**src/srr_pkg.sv**
```systemverilog
// ----------------------------------------------------------------------------
// srr_pkg
// Shared types and constants of the selective repeat receiver.
// ----------------------------------------------------------------------------
package srr_pkg;

	localparam int SEQ_SPACE    = 16;
	localparam int SEQ_W        = 4;
	localparam int HANDLE_W     = 32;
	localparam int LEN_W        = 8;
	localparam int WIN_W        = 4;
	localparam int MAX_WINDOW   = 8;
	localparam int RING_IDX_W   = 3;
	localparam int WIN_CAP      = (MAX_WINDOW < SEQ_SPACE / 2) ? MAX_WINDOW : SEQ_SPACE / 2;
	localparam logic [WIN_W-1:0] WINDOW_RESET = WIN_W'(4);

	localparam logic KIND_DELIVER = 1'b0;
	localparam logic KIND_ACK     = 1'b1;

	typedef struct packed {
		logic [HANDLE_W-1:0] handle;
		logic [LEN_W-1:0]    length;
	} slot_t;

	typedef struct packed {
		logic             en;
		logic [SEQ_W-1:0] seq;
	} ack_rec_t;

	typedef enum logic {
		ST_IDLE,
		ST_DRAIN
	} state_t;

	// zero acts as one, anything above the cap saturates
	function automatic logic [WIN_W-1:0] eff_window(input logic [WIN_W-1:0] ws);
		logic [WIN_W-1:0] w;
		w = ws;
		if (w == '0)
			w = WIN_W'(1);
		if (w > WIN_W'(WIN_CAP))
			w = WIN_W'(WIN_CAP);
		return w;
	endfunction

endpackage

```
**src/selective_repeat_receiver.sv**
```systemverilog
// ----------------------------------------------------------------------------
// selective_repeat_receiver
// Selective repeat ARQ receiver on packet descriptors: delivers in-order
// packets and drains buffered successors, stores out-of-order ones, acks and
// re-acks from a ring of recently acked numbers.
// ----------------------------------------------------------------------------
// The first result is registered and appears in the cycle after the transaction is taken.
// Stored, corrupt and out-of-window packets leave busy low.
// An in-order packet with k buffered successors holds busy while they drain,
// one slot RAM read per drained packet, k up to the window, and while its ack goes out.
// Reset clears the window register to 4, the lower edge, all slot and ring
// valid flops at once; no clearing pass. Results cannot be stalled.
module selective_repeat_receiver import srr_pkg::*; (
	input  logic                clk,
	input  logic                arst_n,
	input  logic                start,
	output logic                busy,
	input  logic [SEQ_W-1:0]    seq_num,
	input  logic                checksum_ok,
	input  logic [HANDLE_W-1:0] payload_handle,
	input  logic [LEN_W-1:0]    payload_length,
	input  logic                cfg_wr_en,
	input  logic [WIN_W-1:0]    cfg_wr_data,
	output logic                result_valid,
	output logic                result_kind,
	output logic [SEQ_W-1:0]    out_seq,
	output logic [HANDLE_W-1:0] out_handle,
	output logic [LEN_W-1:0]    out_length,
	output logic                last_of_run
);

	state_t               state_q, state_d;
	logic [WIN_W-1:0]     window_size_q;
	logic [WIN_W-1:0]     win;
	logic [SEQ_W-1:0]     le_q, le_d;
	logic [WIN_W-1:0]     cnt_q, cnt_d;
	logic [SEQ_W-1:0]     seq_q, seq_d;
	logic [SEQ_SPACE-1:0] slot_valid_q, slot_valid_d;

	logic                 res_valid_q, res_valid_d;
	logic                 res_kind_q, res_kind_d;
	logic [SEQ_W-1:0]     res_seq_q, res_seq_d;
	logic [HANDLE_W-1:0]  res_handle_q, res_handle_d;
	logic [LEN_W-1:0]     res_len_q, res_len_d;
	logic                 res_last_q, res_last_d;

	logic [SEQ_W-1:0]     seq_off;
	logic                 in_win;
	logic                 ring_hit;
	ack_rec_t             ack_rec;
	logic                 ram_we;
	slot_t                ram_wdata;
	slot_t                ram_rdata;

	assign win     = eff_window(window_size_q);
	assign seq_off = seq_num - le_q;  // sequence space is a power of two
	assign in_win  = WIN_W'(seq_off) < win;

	assign ram_wdata.handle = payload_handle;
	assign ram_wdata.length = payload_length;

	// read address follows the next lower edge, so the data lines up with
	// le_q in the following cycle; stores never hit the lower edge
	srr_slot_ram u_slot_ram (
		.clk   (clk),
		.we    (ram_we),
		.waddr (seq_num),
		.wdata (ram_wdata),
		.raddr (le_d),
		.rdata (ram_rdata)
	);

	srr_ack_ring u_ack_ring (
		.clk        (clk),
		.arst_n     (arst_n),
		.win        (win),
		.lookup_seq (seq_num),
		.hit        (ring_hit),
		.rec        (ack_rec)
	);

	always_comb begin
		state_d      = state_q;
		le_d         = le_q;
		cnt_d        = cnt_q;
		seq_d        = seq_q;
		slot_valid_d = slot_valid_q;
		res_valid_d  = 1'b0;
		res_kind_d   = KIND_ACK;
		res_seq_d    = res_seq_q;
		res_handle_d = '0;
		res_len_d    = '0;
		res_last_d   = 1'b0;
		ack_rec.en   = 1'b0;
		ack_rec.seq  = seq_num;
		ram_we       = 1'b0;
		busy         = 1'b0;

		case (state_q)
			ST_IDLE: begin
				if (start) begin
					if (in_win) begin
						if (checksum_ok) begin
							if (seq_off == '0) begin
								slot_valid_d[seq_num] = 1'b0;
								res_valid_d  = 1'b1;
								res_kind_d   = KIND_DELIVER;
								res_seq_d    = seq_num;
								res_handle_d = payload_handle;
								res_len_d    = payload_length;
								le_d         = le_q + SEQ_W'(1);
								cnt_d        = '0;
								seq_d        = seq_num;
								state_d      = ST_DRAIN;
							end else begin
								// duplicates simply overwrite their slot
								slot_valid_d[seq_num] = 1'b1;
								ram_we      = 1'b1;
								ack_rec.en  = 1'b1;
								res_valid_d = 1'b1;
								res_seq_d   = seq_num;
								res_last_d  = 1'b1;
							end
						end
					end else if (ring_hit) begin
						res_valid_d = 1'b1;
						res_seq_d   = seq_num;
						res_last_d  = 1'b1;
					end
				end
			end
			ST_DRAIN: begin
				busy = 1'b1;
				if ((cnt_q < win) && slot_valid_q[le_q]) begin
					slot_valid_d[le_q] = 1'b0;
					res_valid_d  = 1'b1;
					res_kind_d   = KIND_DELIVER;
					res_seq_d    = le_q;
					res_handle_d = ram_rdata.handle;
					res_len_d    = ram_rdata.length;
					le_d         = le_q + SEQ_W'(1);
					cnt_d        = cnt_q + WIN_W'(1);
				end else begin
					ack_rec.en  = 1'b1;
					ack_rec.seq = seq_q;
					res_valid_d = 1'b1;
					res_seq_d   = seq_q;
					res_last_d  = 1'b1;
					state_d     = ST_IDLE;
				end
			end
			default: begin
				state_d = ST_IDLE;
			end
		endcase
	end

	always_ff @(posedge clk or negedge arst_n) begin
		if (!arst_n) begin
			state_q       <= ST_IDLE;
			window_size_q <= WINDOW_RESET;
			le_q          <= '0;
			cnt_q         <= '0;
			slot_valid_q  <= '0;
			res_valid_q   <= 1'b0;
		end else begin
			state_q      <= state_d;
			le_q         <= le_d;
			cnt_q        <= cnt_d;
			slot_valid_q <= slot_valid_d;
			res_valid_q  <= res_valid_d;
			if (cfg_wr_en)
				window_size_q <= cfg_wr_data;
		end
	end

	always_ff @(posedge clk) begin
		seq_q        <= seq_d;
		res_kind_q   <= res_kind_d;
		res_seq_q    <= res_seq_d;
		res_handle_q <= res_handle_d;
		res_len_q    <= res_len_d;
		res_last_q   <= res_last_d;
	end

	assign result_valid = res_valid_q;
	assign result_kind  = res_kind_q;
	assign out_seq      = res_seq_q;
	assign out_handle   = res_handle_q;
	assign out_length   = res_len_q;
	assign last_of_run  = res_last_q;

	assert property (@(posedge clk) disable iff (!arst_n)
		result_valid |-> (last_of_run == (result_kind == KIND_ACK)))
		else $error("last_of_run does not mark the ack");

	assert property (@(posedge clk) disable iff (!arst_n)
		(state_q == ST_DRAIN) |-> (cnt_q <= win))
		else $error("drain ran past the window");

	assert property (@(posedge clk) disable iff (!arst_n)
		(state_q == ST_DRAIN && state_d == ST_IDLE) |=>
		(result_valid && result_kind == KIND_ACK && out_seq == $past(seq_q)))
		else $error("drain did not end with the ack of the in-order packet");

	assert property (@(posedge clk) disable iff (!arst_n)
		(state_q == ST_IDLE && start && in_win && checksum_ok && seq_off == '0) |=>
		(state_q == ST_DRAIN && result_valid && result_kind == KIND_DELIVER))
		else $error("in-order packet not delivered first");

endmodule

```
**src/srr_slot_ram.sv**
```systemverilog
// ----------------------------------------------------------------------------
// srr_slot_ram
// Buffer for out-of-order packet descriptors, one entry per sequence number.
// ----------------------------------------------------------------------------
module srr_slot_ram import srr_pkg::*; (
	input  logic             clk,
	input  logic             we,
	input  logic [SEQ_W-1:0] waddr,
	input  slot_t            wdata,
	input  logic [SEQ_W-1:0] raddr,
	output slot_t            rdata
);

	slot_t mem_q [SEQ_SPACE];
	slot_t rdata_q;

	always_ff @(posedge clk) begin
		if (we)
			mem_q[waddr] <= wdata;
		rdata_q <= mem_q[raddr];
	end

	assign rdata = rdata_q;

endmodule

```
**src/srr_ack_ring.sv**
```systemverilog
// ----------------------------------------------------------------------------
// srr_ack_ring
// Ring of recently acked sequence numbers with a parallel lookup.
// ----------------------------------------------------------------------------
module srr_ack_ring import srr_pkg::*; (
	input  logic             clk,
	input  logic             arst_n,
	input  logic [WIN_W-1:0] win,
	input  logic [SEQ_W-1:0] lookup_seq,
	output logic             hit,
	input  ack_rec_t         rec
);

	logic [SEQ_W-1:0]      acked_seq_q [MAX_WINDOW];
	logic [MAX_WINDOW-1:0] acked_valid_q;
	logic [RING_IDX_W-1:0] wr_idx_q;
	logic [RING_IDX_W-1:0] wr_ptr;
	logic [RING_IDX_W-1:0] wr_idx_d;
	logic [WIN_W-1:0]      nxt_w;

	// index wraps when at or past the window (window may have shrunk)
	always_comb begin
		wr_ptr   = (WIN_W'(wr_idx_q) >= win) ? '0 : wr_idx_q;
		nxt_w    = WIN_W'(wr_ptr) + WIN_W'(1);
		wr_idx_d = (nxt_w >= win) ? '0 : nxt_w[RING_IDX_W-1:0];
	end

	// only the first window entries take part
	always_comb begin
		hit = 1'b0;
		for (int i = 0; i < MAX_WINDOW; i++) begin
			if (acked_valid_q[i] && (WIN_W'(i) < win) && (acked_seq_q[i] == lookup_seq))
				hit = 1'b1;
		end
	end

	always_ff @(posedge clk) begin
		if (rec.en)
			acked_seq_q[wr_ptr] <= rec.seq;
	end

	always_ff @(posedge clk or negedge arst_n) begin
		if (!arst_n) begin
			acked_valid_q <= '0;
			wr_idx_q      <= '0;
		end else if (rec.en) begin
			acked_valid_q[wr_ptr] <= 1'b1;
			wr_idx_q              <= wr_idx_d;
		end
	end

	assert property (@(posedge clk) disable iff (!arst_n)
		rec.en |=> acked_valid_q != '0)
		else $error("ack ring record left no valid entry");

	assert property (@(posedge clk) disable iff (!arst_n)
		rec.en |=> (WIN_W'(wr_idx_q) < $past(win)))
		else $error("ack ring write index not wrapped within window");

	assert property (@(posedge clk) disable iff (!arst_n)
		!rec.en |=> $stable(acked_valid_q) && $stable(wr_idx_q))
		else $error("ack ring changed without a record");

endmodule

```
**config.mk**
```make
export PLATFORM = sky130hd
export DESIGN_NAME = selective_repeat_receiver
export DESIGN_NICKNAME = d
export VERILOG_FILES = /design/src/srr_pkg.sv /design/src/selective_repeat_receiver.sv /design/src/srr_slot_ram.sv /design/src/srr_ack_ring.sv
export SDC_FILE = /design/constraint.sdc
export NUM_CORES = 1
export LEC_CHECK = 0
export BUFFER_PORTS_ARGS = -buffer_cell sky130_fd_sc_hd__buf_2
export CAP_MARGIN = 20
export CELL_PAD_IN_SITES_DETAIL_PLACEMENT = 0
export CELL_PAD_IN_SITES_GLOBAL_PLACEMENT = 2
export CORE_MARGIN = 8
export CORE_UTILIZATION = 30
export DETAILED_ROUTE_END_ITERATION = 10
export PLACE_DENSITY_LB_ADDON = 0.1
export SYNTH_ARGS = -nofsm -noshare
export SYNTH_HDL_FRONTEND = slang
export SYNTH_HIERARCHICAL = 1
export SYNTH_SLANG_ARGS = --single-unit
```
**constraint.sdc**
```tcl
create_clock -name clk -period 8.5 [get_ports clk]
set_input_delay 1.275 -clock clk [delete_from_list [all_inputs] [get_ports clk]]
set_output_delay 1.275 -clock clk [all_outputs]
set_load 0.02 [all_outputs]
```
; Word-level counts from Yosys, hierarchy flattened
; Memories as Yosys holds them, arrays and structs flattened. A register that Yosys moved wholly into a read port is not among the register bits.
; Cells that the tools add are included.
[totals]
regBits = 91
mem_count = 2
inputBits = 53
output_inout_bits = 48
elab_cells = 175
mem_bits_rw = 672
[memory_table]
columns = memory, depth, width, rd, rd_ports_with_merged_regs, write_ports, line
row1 = u_slot_ram.mem_q, 16, 40, 1, 1, 1, srr_slot_ram.sv:14  ; slot_t mem_q [SEQ_SPACE];
row2 = u_ack_ring.acked_seq_q, 8, 4, 8, 0, 1, srr_ack_ring.sv:14  ; logic [SEQ_W-1:0] acked_seq_q [MAX_WINDOW];
[classes]
reduce_logical = 26
mux = 88
n_bitwise = 7
n_lt_le_gt_ge = 19
addsub = 4
n_eq_ne = 15
[ops]
columns = operator, n
row1 = 32-bit two-way mux, 5
row2 = 16-bit two-way mux, 5
row3 = 4-bit two-way mux, 18
row4 = 32-bit one-hot mux with 2 select lines, 1
row5 = 8-bit two-way mux, 5
row6 = 1-bit two-way mux, 37
row7 = 16-bit AND, 2
row8 = 4-bit equality test, 8
row9 = 16-bit inverter, 2
row10 = 16-bit one-hot mux with 2 select lines, 1
row11 = 4-bit one-hot mux with 2 select lines, 3
row12 = 1-bit logical AND, 20
row13 = "3-bit by 4-bit less-than comparator with 1-bit output, first input constant", 4
row14 = 16-bit OR, 1
row15 = 8-bit one-hot mux with 2 select lines, 1
row16 = "4-bit by 5-bit less-than comparator with 1-bit output, second input constant", 2
row17 = 1-bit one-hot mux with 2 select lines, 5
row18 = 5-bit AND reduction, 2
row19 = "4-bit by 1-bit adder with 4-bit output, second input constant", 2
row20 = 1-bit demux with 4-bit select, 2
row21 = "4-bit by 1-bit >= comparator with 1-bit output, second input constant", 2
row22 = 4-bit zero test, 2
row23 = "1-bit by 4-bit less-than comparator with 1-bit output, first input constant", 2
row24 = "2-bit by 4-bit less-than comparator with 1-bit output, first input constant", 2
row25 = other kinds (19), 25

; Logic depth before layout (Yosys ltp)
; Gate-level depths: netlist of run 1.
[logic_depth]
depth_word = 19
depth_mapped = 20

; Modules after synthesis
; The synthesis of run 1 kept the hierarchy.
[by_module_without_submodules]
columns = mod, area_each_um2, instances, seq_area_each_um2, cells_per_inst
row1 = srr_slot_ram, 25131.6, 1, 20019.2, 1040
row2 = selective_repeat_receiver, 3861.2, 1, 1833.0, 383
row3 = srr_ack_ring, 2217.1, 1, 1236.2, 171

; Worst setup path before layout of run 1
; No wires, ideal clock.
[synth_path]
kind = input-to-reg
startpoint = in seq_num[0]
endpoint = mem u_slot_ram/mem_q[0][0] (netlist name), enable pin
path_slack_ps = 1530
n_path_buf = 1
stages = 12
arrival_time_ps = 6482
setup_ps = 487
cell_sequence = clkbuf_1 -> inv_1 -> ha_1 -> inv_1 -> fa_1 -> ha_1 -> o211ai_1 -> a21oi_1 -> nor3_1 -> and2_1 -> or3b_2 -> nor3_1
[synth_via]
elab_chain_cells = 9
elab_cells_between_ends = 10
[synth_lines]
columns = element, line
row1 = from (decl), selective_repeat_receiver.sv:18  ; input logic [SEQ_W-1:0] seq_num,
row2 = 4-bit subtractor *, selective_repeat_receiver.sv:56  ; assign seq_off = seq_num - le_q;
row3 = 4-bit zero test, selective_repeat_receiver.sv:104  ; if (seq_off == '0) begin
row4 = 1-bit two-way mux, selective_repeat_receiver.sv:104
row5 = 1-bit two-way mux, selective_repeat_receiver.sv:103  ; if (checksum_ok) begin
row6 = 1-bit two-way mux *, selective_repeat_receiver.sv:102  ; if (in_win) begin
row7 = 1-bit two-way mux *, selective_repeat_receiver.sv:101  ; if (start) begin
row8 = 1-bit two-way mux *, selective_repeat_receiver.sv:99  ; case (state_q)
row9 = net ram_we, selective_repeat_receiver.sv:51  ; logic ram_we;
row10 = 1-bit two-way mux *, srr_slot_ram.sv:18  ; if (we)
row11 = 1-bit two-way mux (implied by the code) *, srr_slot_ram.sv:19  ; mem_q[waddr] <= wdata;
row12 = to (decl), srr_slot_ram.sv:14
; Mark *: on every way through the listed nets, which the timed path passes. The rest lies on a longest branch.

; Worst setup path in the final report of run 1
[layout_path]
startpoint = reg le_q[1]
endpoint = reg, netlist name u_slot_ram/rdata[7]
[layout_via]
elab_chain_cells = 7
elab_cells_between_ends = 13
[layout_lines]
columns = element, line
row1 = from (decl), selective_repeat_receiver.sv:35  ; logic [SEQ_W-1:0] le_q, le_d;
row2 = from (signal assigned), selective_repeat_receiver.sv:168  ; le_q <= le_d;
row3 = 4-bit subtractor, selective_repeat_receiver.sv:56
row4 = 4-bit zero test, selective_repeat_receiver.sv:104
row5 = 4-bit two-way mux, selective_repeat_receiver.sv:104
row6 = 4-bit two-way mux, selective_repeat_receiver.sv:103
row7 = 4-bit two-way mux, selective_repeat_receiver.sv:102
row8 = 4-bit two-way mux, selective_repeat_receiver.sv:101
row9 = 4-bit one-hot mux with 2 select lines *, selective_repeat_receiver.sv:99
row10 = net le_d[0], selective_repeat_receiver.sv:35
; Mark *: on every way through the listed nets, which the timed path passes. The rest lies on a longest branch. The select of a mux whose other input is x is not followed.
; A chain may end at the register's enable or synchronous reset.

==> results of run 1 <==
[cell type report]
| class | count | area share, % |
|---|---|---|
| Sequential cell | 803 | 63.3 |
| Multi-Input combinational cell | 684 | 20.9 |
| Clock buffer | 119 | 6.84 |
| Tap cell | 1380 | 4.73 |
| Timing Repair Buffer | 150 | 2.70 |
| Clock inverter | 52 | 1.32 |
| Inverter | 18 | 0.185 |
| Antenna cell | 4 | 0.0274 |
[registers in the layout, indices dropped and copies added (netlist names), 4 cells and up, named ones only]
signal,flops
out_length,8
window_size_q,4
out_seq,4
seq_q,4
u_slot_ram/rdata,40
u_slot_ram/mem_q,640
u_ack_ring/acked_seq_q,32
out_handle,32
le_q,4
u_ack_ring/acked_valid_q,8
cnt_q,4
[critical path, stage by stage (launching register included)]
cell and delay [ns]:
dfrtp_1 0.77, inv_1 0.37, ha_1 0.38, nand3b_1 0.09
and3_1 0.17, nor2_1 0.15, ha_1 0.27, o211ai_1 0.08
a21oi_1 0.09, nor3_1 0.39, nor2b_4 0.66, or2_2 0.28
inv_2 0.07, xnor2_2 0.72, buf_4 0.49, mux4_2 0.56
a22oi_1 0.28, nand2_1 0.08
[power by group through the flow]
stage          combinational (mW)  clock [mW]  sequential [mW]
2_1_floorplan                1.70           0             4.68
3_3_place_gp                 2.22           0             4.74
3_5_place_dp                 2.22           0             4.74
4_1_cts                      2.23        4.01             4.66
5_1_grt                      2.38        4.17             4.68
6_report                     2.18        3.88             4.66
[path summary, 6_finish.rpt]
| path | start | to | depth (start not counted) |
|---|---|---|---|
| max in group asynchronous | arst_n | asynchronous set/reset pin | 2 |
| worst min-delay path | u_slot_ram/rdata[8] | out_handle[0] | 1 |
| min in group asynchronous | arst_n | u_ack_ring/acked_valid_q[4] | 2 |
| worst max register to register | le_q[1] | u_slot_ram/rdata[7] | 17 |
| worst min register to register | u_slot_ram/rdata[8] | out_handle[0] | 1 |
| worst max-delay path | le_q[1] | u_slot_ram/rdata[7] | 17 |
[synthesized netlist by cell type (7+ instances only)]
master and instances:
clkbuf_1 42, inv_1 16, mux2_2 8, nand3_1 8, mux4_1 60, o21ai_0 12, a22o_1 40, edfxtp_1 680
o32a_1 8, a21oi_1 37, a22oi_1 80, nor2b_1 11, dfrtp_1 40, o22a_1 8, xor2_1 21, mux4_2 101
a31oi_1 15, nor3_1 18, buf_12 11, xnor2_1 17, ha_1 20, nor2_1 34, and2_1 7, nand2_1 87
buf_4 7, dfxtp_1 82, buf_2 22, or2_1 8
[placed cells by master, fill, tap and decap left out, types with 18 or more instances in the layout]
cell	count
nor2_1	20
mux4_2	101
dfrtp_1	40
clkinv_2	18
mux4_1	60
ha_1	20
a21oi_1	37
edfxtp_1	680
buf_4	42
clkbuf_16	93
dfxtp_1	82
xor2_1	21
clkbuf_1	19
a22oi_1	80
buf_2	100
nand2_1	87
a22o_1	40
[metal layers]
layer  share of wire [%]  GRT usage, %
met1                  46          20.2
met2                  48          24.0
met3                 4.1          2.62
met4                 1.6          3.45
met5               0.027             0
[through the flow]
step / instances / area (µm²)
2_1_floorplan: 1594 / 31200
3_3_place_gp: 3033 / 33400
3_5_place_dp: 3035 / 33500
4_1_cts: 3206 / 36500
5_1_grt: 3207 / 36500
6_report: 3210 / 36500
[cells by family (layout without fill, tap and decap cells)]
family,Yosys count,in the layout
AOI/OAI and AO/OA,237,237
xor gates and xnor gates,38,38
adders and majority gates,21,21
buffers and inverters,107,339
DFF,803,803
muxes,177,177
other,0,4
and+or+nand+nor,211,211
==> results.yml, run 1 <==
outcome:
  status: "finished, final reports clean"
synth:
  yosys.area.top_type: "edfxtp_1"
  synthCells: 1594
  async_reset_ff_share_pct: 5.11
  synth_fa_ha_area_share_pct: 0.866
  synth_cell_type_count: 73
  synth_enable_flop_cells: 680
  synth_compound_gate_area_share_pct: 5.64
  yosysSeqAreaShare_pct: 74.0
  synth-xor-area-share_pct: 1.07
  synth_area_leaders: "edfxtp_1, mux4_2, dfxtp_1"
  ys_warn_count: 6
  synth_flop_cell: "edfxtp_1"
  ys_ff_latch: 803
  syn-num-nets: 1668
  synth_top_family_by_area: "multiplexers"
  syn_area_per_cell_um2: 19.6
  synth_top_area_share_pct: 65.4
  synth.mux.area_fraction_pct: 12.9
  synth_area_mm2: 0.0312
  synthSimpleGateAreaFrac_pct: 3.40
sta:
  slew_violations: 0
  worst_hold_slack_ns: 0.448
  setup_violations: 0
  max_freq_mhz: 165
  max_slew_margin_pct: 29.8
  finClkSkew_ns: 0.0198
  finalHoldViolCount: 0
  rsz0062_at_grt: "no"
  fin_tns_setup_ns: 0
  min_period_ns: 6.05
  setup_slack_ns: 2.45
  worst_pin_slew_ns: 1.05
  min_period_over_period_pct: 71.2
clock_tree:
  clk_latency_ns: 0.65
  numCtsBuffers: 91
  clock-sinks: 803
  clockBufferDepth: 3
  htreeDepth: 3
  cts_setup_buffers: 0
  clk_pin_slew_worst_paths_ns: 0.06
  holdBufCountCts: 0
  clockRootBuffer: "clkbuf_16"
  cts_resized: 0
  cts_tree: "yes"
worst_setup_path:
  cp-start-kind: "flip-flop"
  cp.arrival_ns: 6.56
  cp_max_fo: 19
  cp-end-kind: "flip-flop"
  reg2reg_slack_ns: 2.45
  criticalPathCategory: "reg -> reg"
  critPathRequiredTime_ns: 9.01
grt:
  grt_pass1_wl_um: 123000
  grt_max_degree: 62
  overflow: 0
  gr-usage-all-layers_pct: 14.6
  antenna_found_initial: 10
  grt_pass1_vias: 16875
power:
  p_seq_share_pct: 43.5
  ir_drop_uv: 147
  p_clk_share_pct: 36.2
  p_comb_share_pct: 20.3
  p_int_mw: 7.80
  leakagePower_nw: 12.1
  fin_total_pwr_mw: 10.7
  power.density_mw_per_mm2: 294
  switching_share_pct: 27.2
  power.switching_mw: 2.91
placement:
  io_buffers: 100
  gp_congestion: 0.687
  dp_hpwl_um: 43800
  dp_worst_setup_slack_ns: 1.67
drt:
  drt_pass1_iterations: 5
  first_iter_violations: 1078
  drc: 0
  avgRoutedWirePerCell_um: 26.5
  ant_nets: 0
  vias: 15809
  wl_um: 85100
  avgViaCountPerCell: 4.92
layout:
  multiInputGateArea_mm2: 0.00762
  utilization_pct: 35.3
  drive_above_1_share_pct: 24.4
  fill_cells: 9750
  regArea_mm2: 0.0231
  layout.nets: 1822
  synthToLayoutAreaGrowth_pct: 16.9
floorplanning:
  pin_count: 101
  die_w_um: 339
  num_rows: 118
  core_area_mm2: 0.103
  dieArea_mm2: 0.115
  die_h_um: 339
  start_util_pct: 30.2
flow_run:
  cap_violations: 0
min_path:
  min_path_type: "reg -> reg"
(Power assumes the default switching activity.)
==> run 2: changes to the inputs <==
==> constraint.sdc (replaced) <==
create_clock -name clk -period 5.6 [get_ports clk]
set_input_delay 0.84 -clock clk [delete_from_list [all_inputs] [get_ports clk]]
set_output_delay 0.84 -clock clk [all_outputs]
set_load 0.02 [all_outputs]
==> run 2 against run 1 <==
Die area did not move. Critical path type unchanged. Worst setup slack got worse by 1.6 ns. Critical path depth is 1 higher. Flip-flop and latch count unchanged. Design area is 0.96% higher. Register-to-register slack got worse by 1.6 ns. Via count decreased by 0.39%. Largest power group unchanged. Clock skew up 0.0024 ns. Fmax increased by 28%. Worst hold slack lost 0.14 ns.
==> results.yml, run 2 (synthesized netlist as in run 1, its figures left out) <==
layout:
  final_cells: 3214
  fill_cells: 9671
  drive_above_1_share_pct: 25.2
  layout_commonest_cell: "edfxtp_1"
  synthToLayoutAreaGrowth_pct: 18.0
  largest_reg_flops: 640
  top_register: "u_slot_ram/mem_q"
  layout.nets: 1828
  mostFrequentLayoutCells: "edfxtp_1, mux4_2, buf_2"
  final_area_mm2: 0.0368
placement:
  dp_worst_setup_slack_ns: 0.392
  io_buffers: 100
  dp.cells: 3042
  place_area_mm2: 0.0338
  gp_congestion: 0.701
  dp_hpwl_um: 42200
sta:
  slew_violations: 0
  min_period_over_period_pct: 84.7
  min_period_ns: 4.74
  setup_slack_ns: 0.857
  finClkSkew_ns: 0.0222
  worst_hold_slack_ns: 0.311
  worst_pin_slew_ns: 0.824
  max_freq_mhz: 211
  setup_violations: 0
  finalHoldViolCount: 0
  rsz0062_at_grt: "no"
  fin_tns_setup_ns: 0
  max_slew_margin_pct: 45.0
drt:
  vias: 15747
  wl_um: 84800
  avgViaCountPerCell: 4.90
  drt_pass1_iterations: 8
  first_iter_violations: 1066
  avgRoutedWirePerCell_um: 26.4
  drc: 0
  ant_nets: 0
clock_tree:
  numCtsBuffers: 90
  htreeDepth: 3
  clock-sinks: 803
  clk_latency_ns: 0.65
  holdBufCountCts: 0
  clk_pin_slew_worst_paths_ns: 0.06
  clockRootBuffer: "clkbuf_16"
  cts_setup_buffers: 0
  cts_tree: "yes"
  cts_resized: 0
  clockBufferDepth: 3
grt:
  grt_pass1_wl_um: 123000
  grt_pass1_vias: 17068
  antenna_found_initial: 6
  grt_max_degree: 59
  overflow: 0
  gr-usage-all-layers_pct: 14.6
worst_setup_path:
  cp-start-kind: "flip-flop"
  cp-end-kind: "flip-flop"
  cp_max_fo: 24
  critPathRequiredTime_ns: 6.12
  cp.arrival_ns: 5.26
  criticalPathCategory: "reg -> reg"
floorplanning:
  num_rows: 118
  start_util_pct: 30.2
  pin_count: 101
  dieArea_mm2: 0.115
  die_w_um: 339
  die_h_um: 339
  core_area_mm2: 0.103
outcome:
  status: "finished, final reports clean"
power:
  power.density_mw_per_mm2: 444
  ir_drop_uv: 236
  leakagePower_nw: 12.2
min_path:
  min_path_type: "in -> async"
flow_run:
  cap_violations: 0
==> run 2: cell types whose count changed in the layout (fill, tap and decap cells not counted), moves of 2 or more <==
| cell | previous run | this run |
|---|---|---|
| buf_12 | 7 | 29 |
| inv_6 | 1 | 4 |
| clkinv_1 | 14 | 6 |
| diode_2 | 4 | 2 |
| clkbuf_16 | 93 | 91 |
| nor3_2 | 6 | 2 |
| clkbuf_8 | 7 | 16 |
| buf_4 | 42 | 28 |
| clkbuf_1 | 19 | 16 |
| nor3_4 | 0 | 4 |
==> run 2: cell type report <==
class | instances | area, µm² | share of cell area (%)
Sequential cell | 803 | 23100 | 62.7
Multi-Input combinational cell | 684 | 7640 | 20.8
Clock buffer | 123 | 2560 | 6.95
Tap cell | 1380 | 1730 | 4.69
Timing Repair Buffer | 157 | 1290 | 3.51
Clock inverter | 47 | 442 | 1.20
Inverter | 18 | 67.6 | 0.183
Antenna cell | 2 | 5.00 | 0.0136
==> run 2: worst paths after layout <==
check | start | to | slack [ns] | cells past startpoint
worst max-delay path | le_q[2] | u_slot_ram/rdata[23] | 0.86 | 18
worst min-delay path | arst_n | u_ack_ring/acked_valid_q[1] | 0.31 | 2
worst max register to register | le_q[2] | u_slot_ram/rdata[23] | 0.86 | 18
worst min register to register | u_slot_ram/rdata[5] | out_length[5] | 0.45 | 1
max in group asynchronous | arst_n | asynchronous set/reset pin | 4.80 | 2
min in group clk | start | result_valid | 0.43 | 2
==> run 2: worst max-delay path, cell delays in order, from the launching register on <==
cell	delay (ns)
dfrtp_1	0.39
inv_1	0.20
ha_1	0.31
a21oi_1	0.22
and3_1	0.21
nor2_1	0.06
ha_1	0.29
o211ai_1	0.09
a21oi_1	0.09
nor3_1	0.34
nor2b_4	0.22
or2_2	0.17
inv_2	0.06
xnor2_2	0.58
buf_12	0.31
buf_12	0.21
mux4_2	0.51
a22oi_1	0.23
nand2_1	0.07
==> run 2: metrics by stage <==
stage / power (mW) / utilization (%)
after CTS: 16.7 / 35.6
after global placement: 10.7 / 32.7
final: 16.4 / 35.6
after global routing: 17.1 / 35.6
after floorplan: 9.67 / -
after detailed placement: 10.7 / 32.7
==> run 2: power breakdown <==
group          leakage, nW  switching (mW)  total (mW)  internal (mW)
Clock                 1.46            2.42        5.91           3.49
Combinational         3.49            1.83        3.43           1.60
Sequential            7.26           0.177        7.02           6.85
==> run 2: routing by layer <==
| layer | up-vias | wire (µm) | track usage, % |
|---|---|---|---|
| met2 | 288 | 41400 | 24.6 |
| met3 | 114 | 3020 | 2.33 |
| met1 | 8447 | 38600 | 19.5 |
| met4 | 6 | 1660 | 3.99 |
| met5 | - | 37 | 0 |
| li1 | 6892 | - | - |
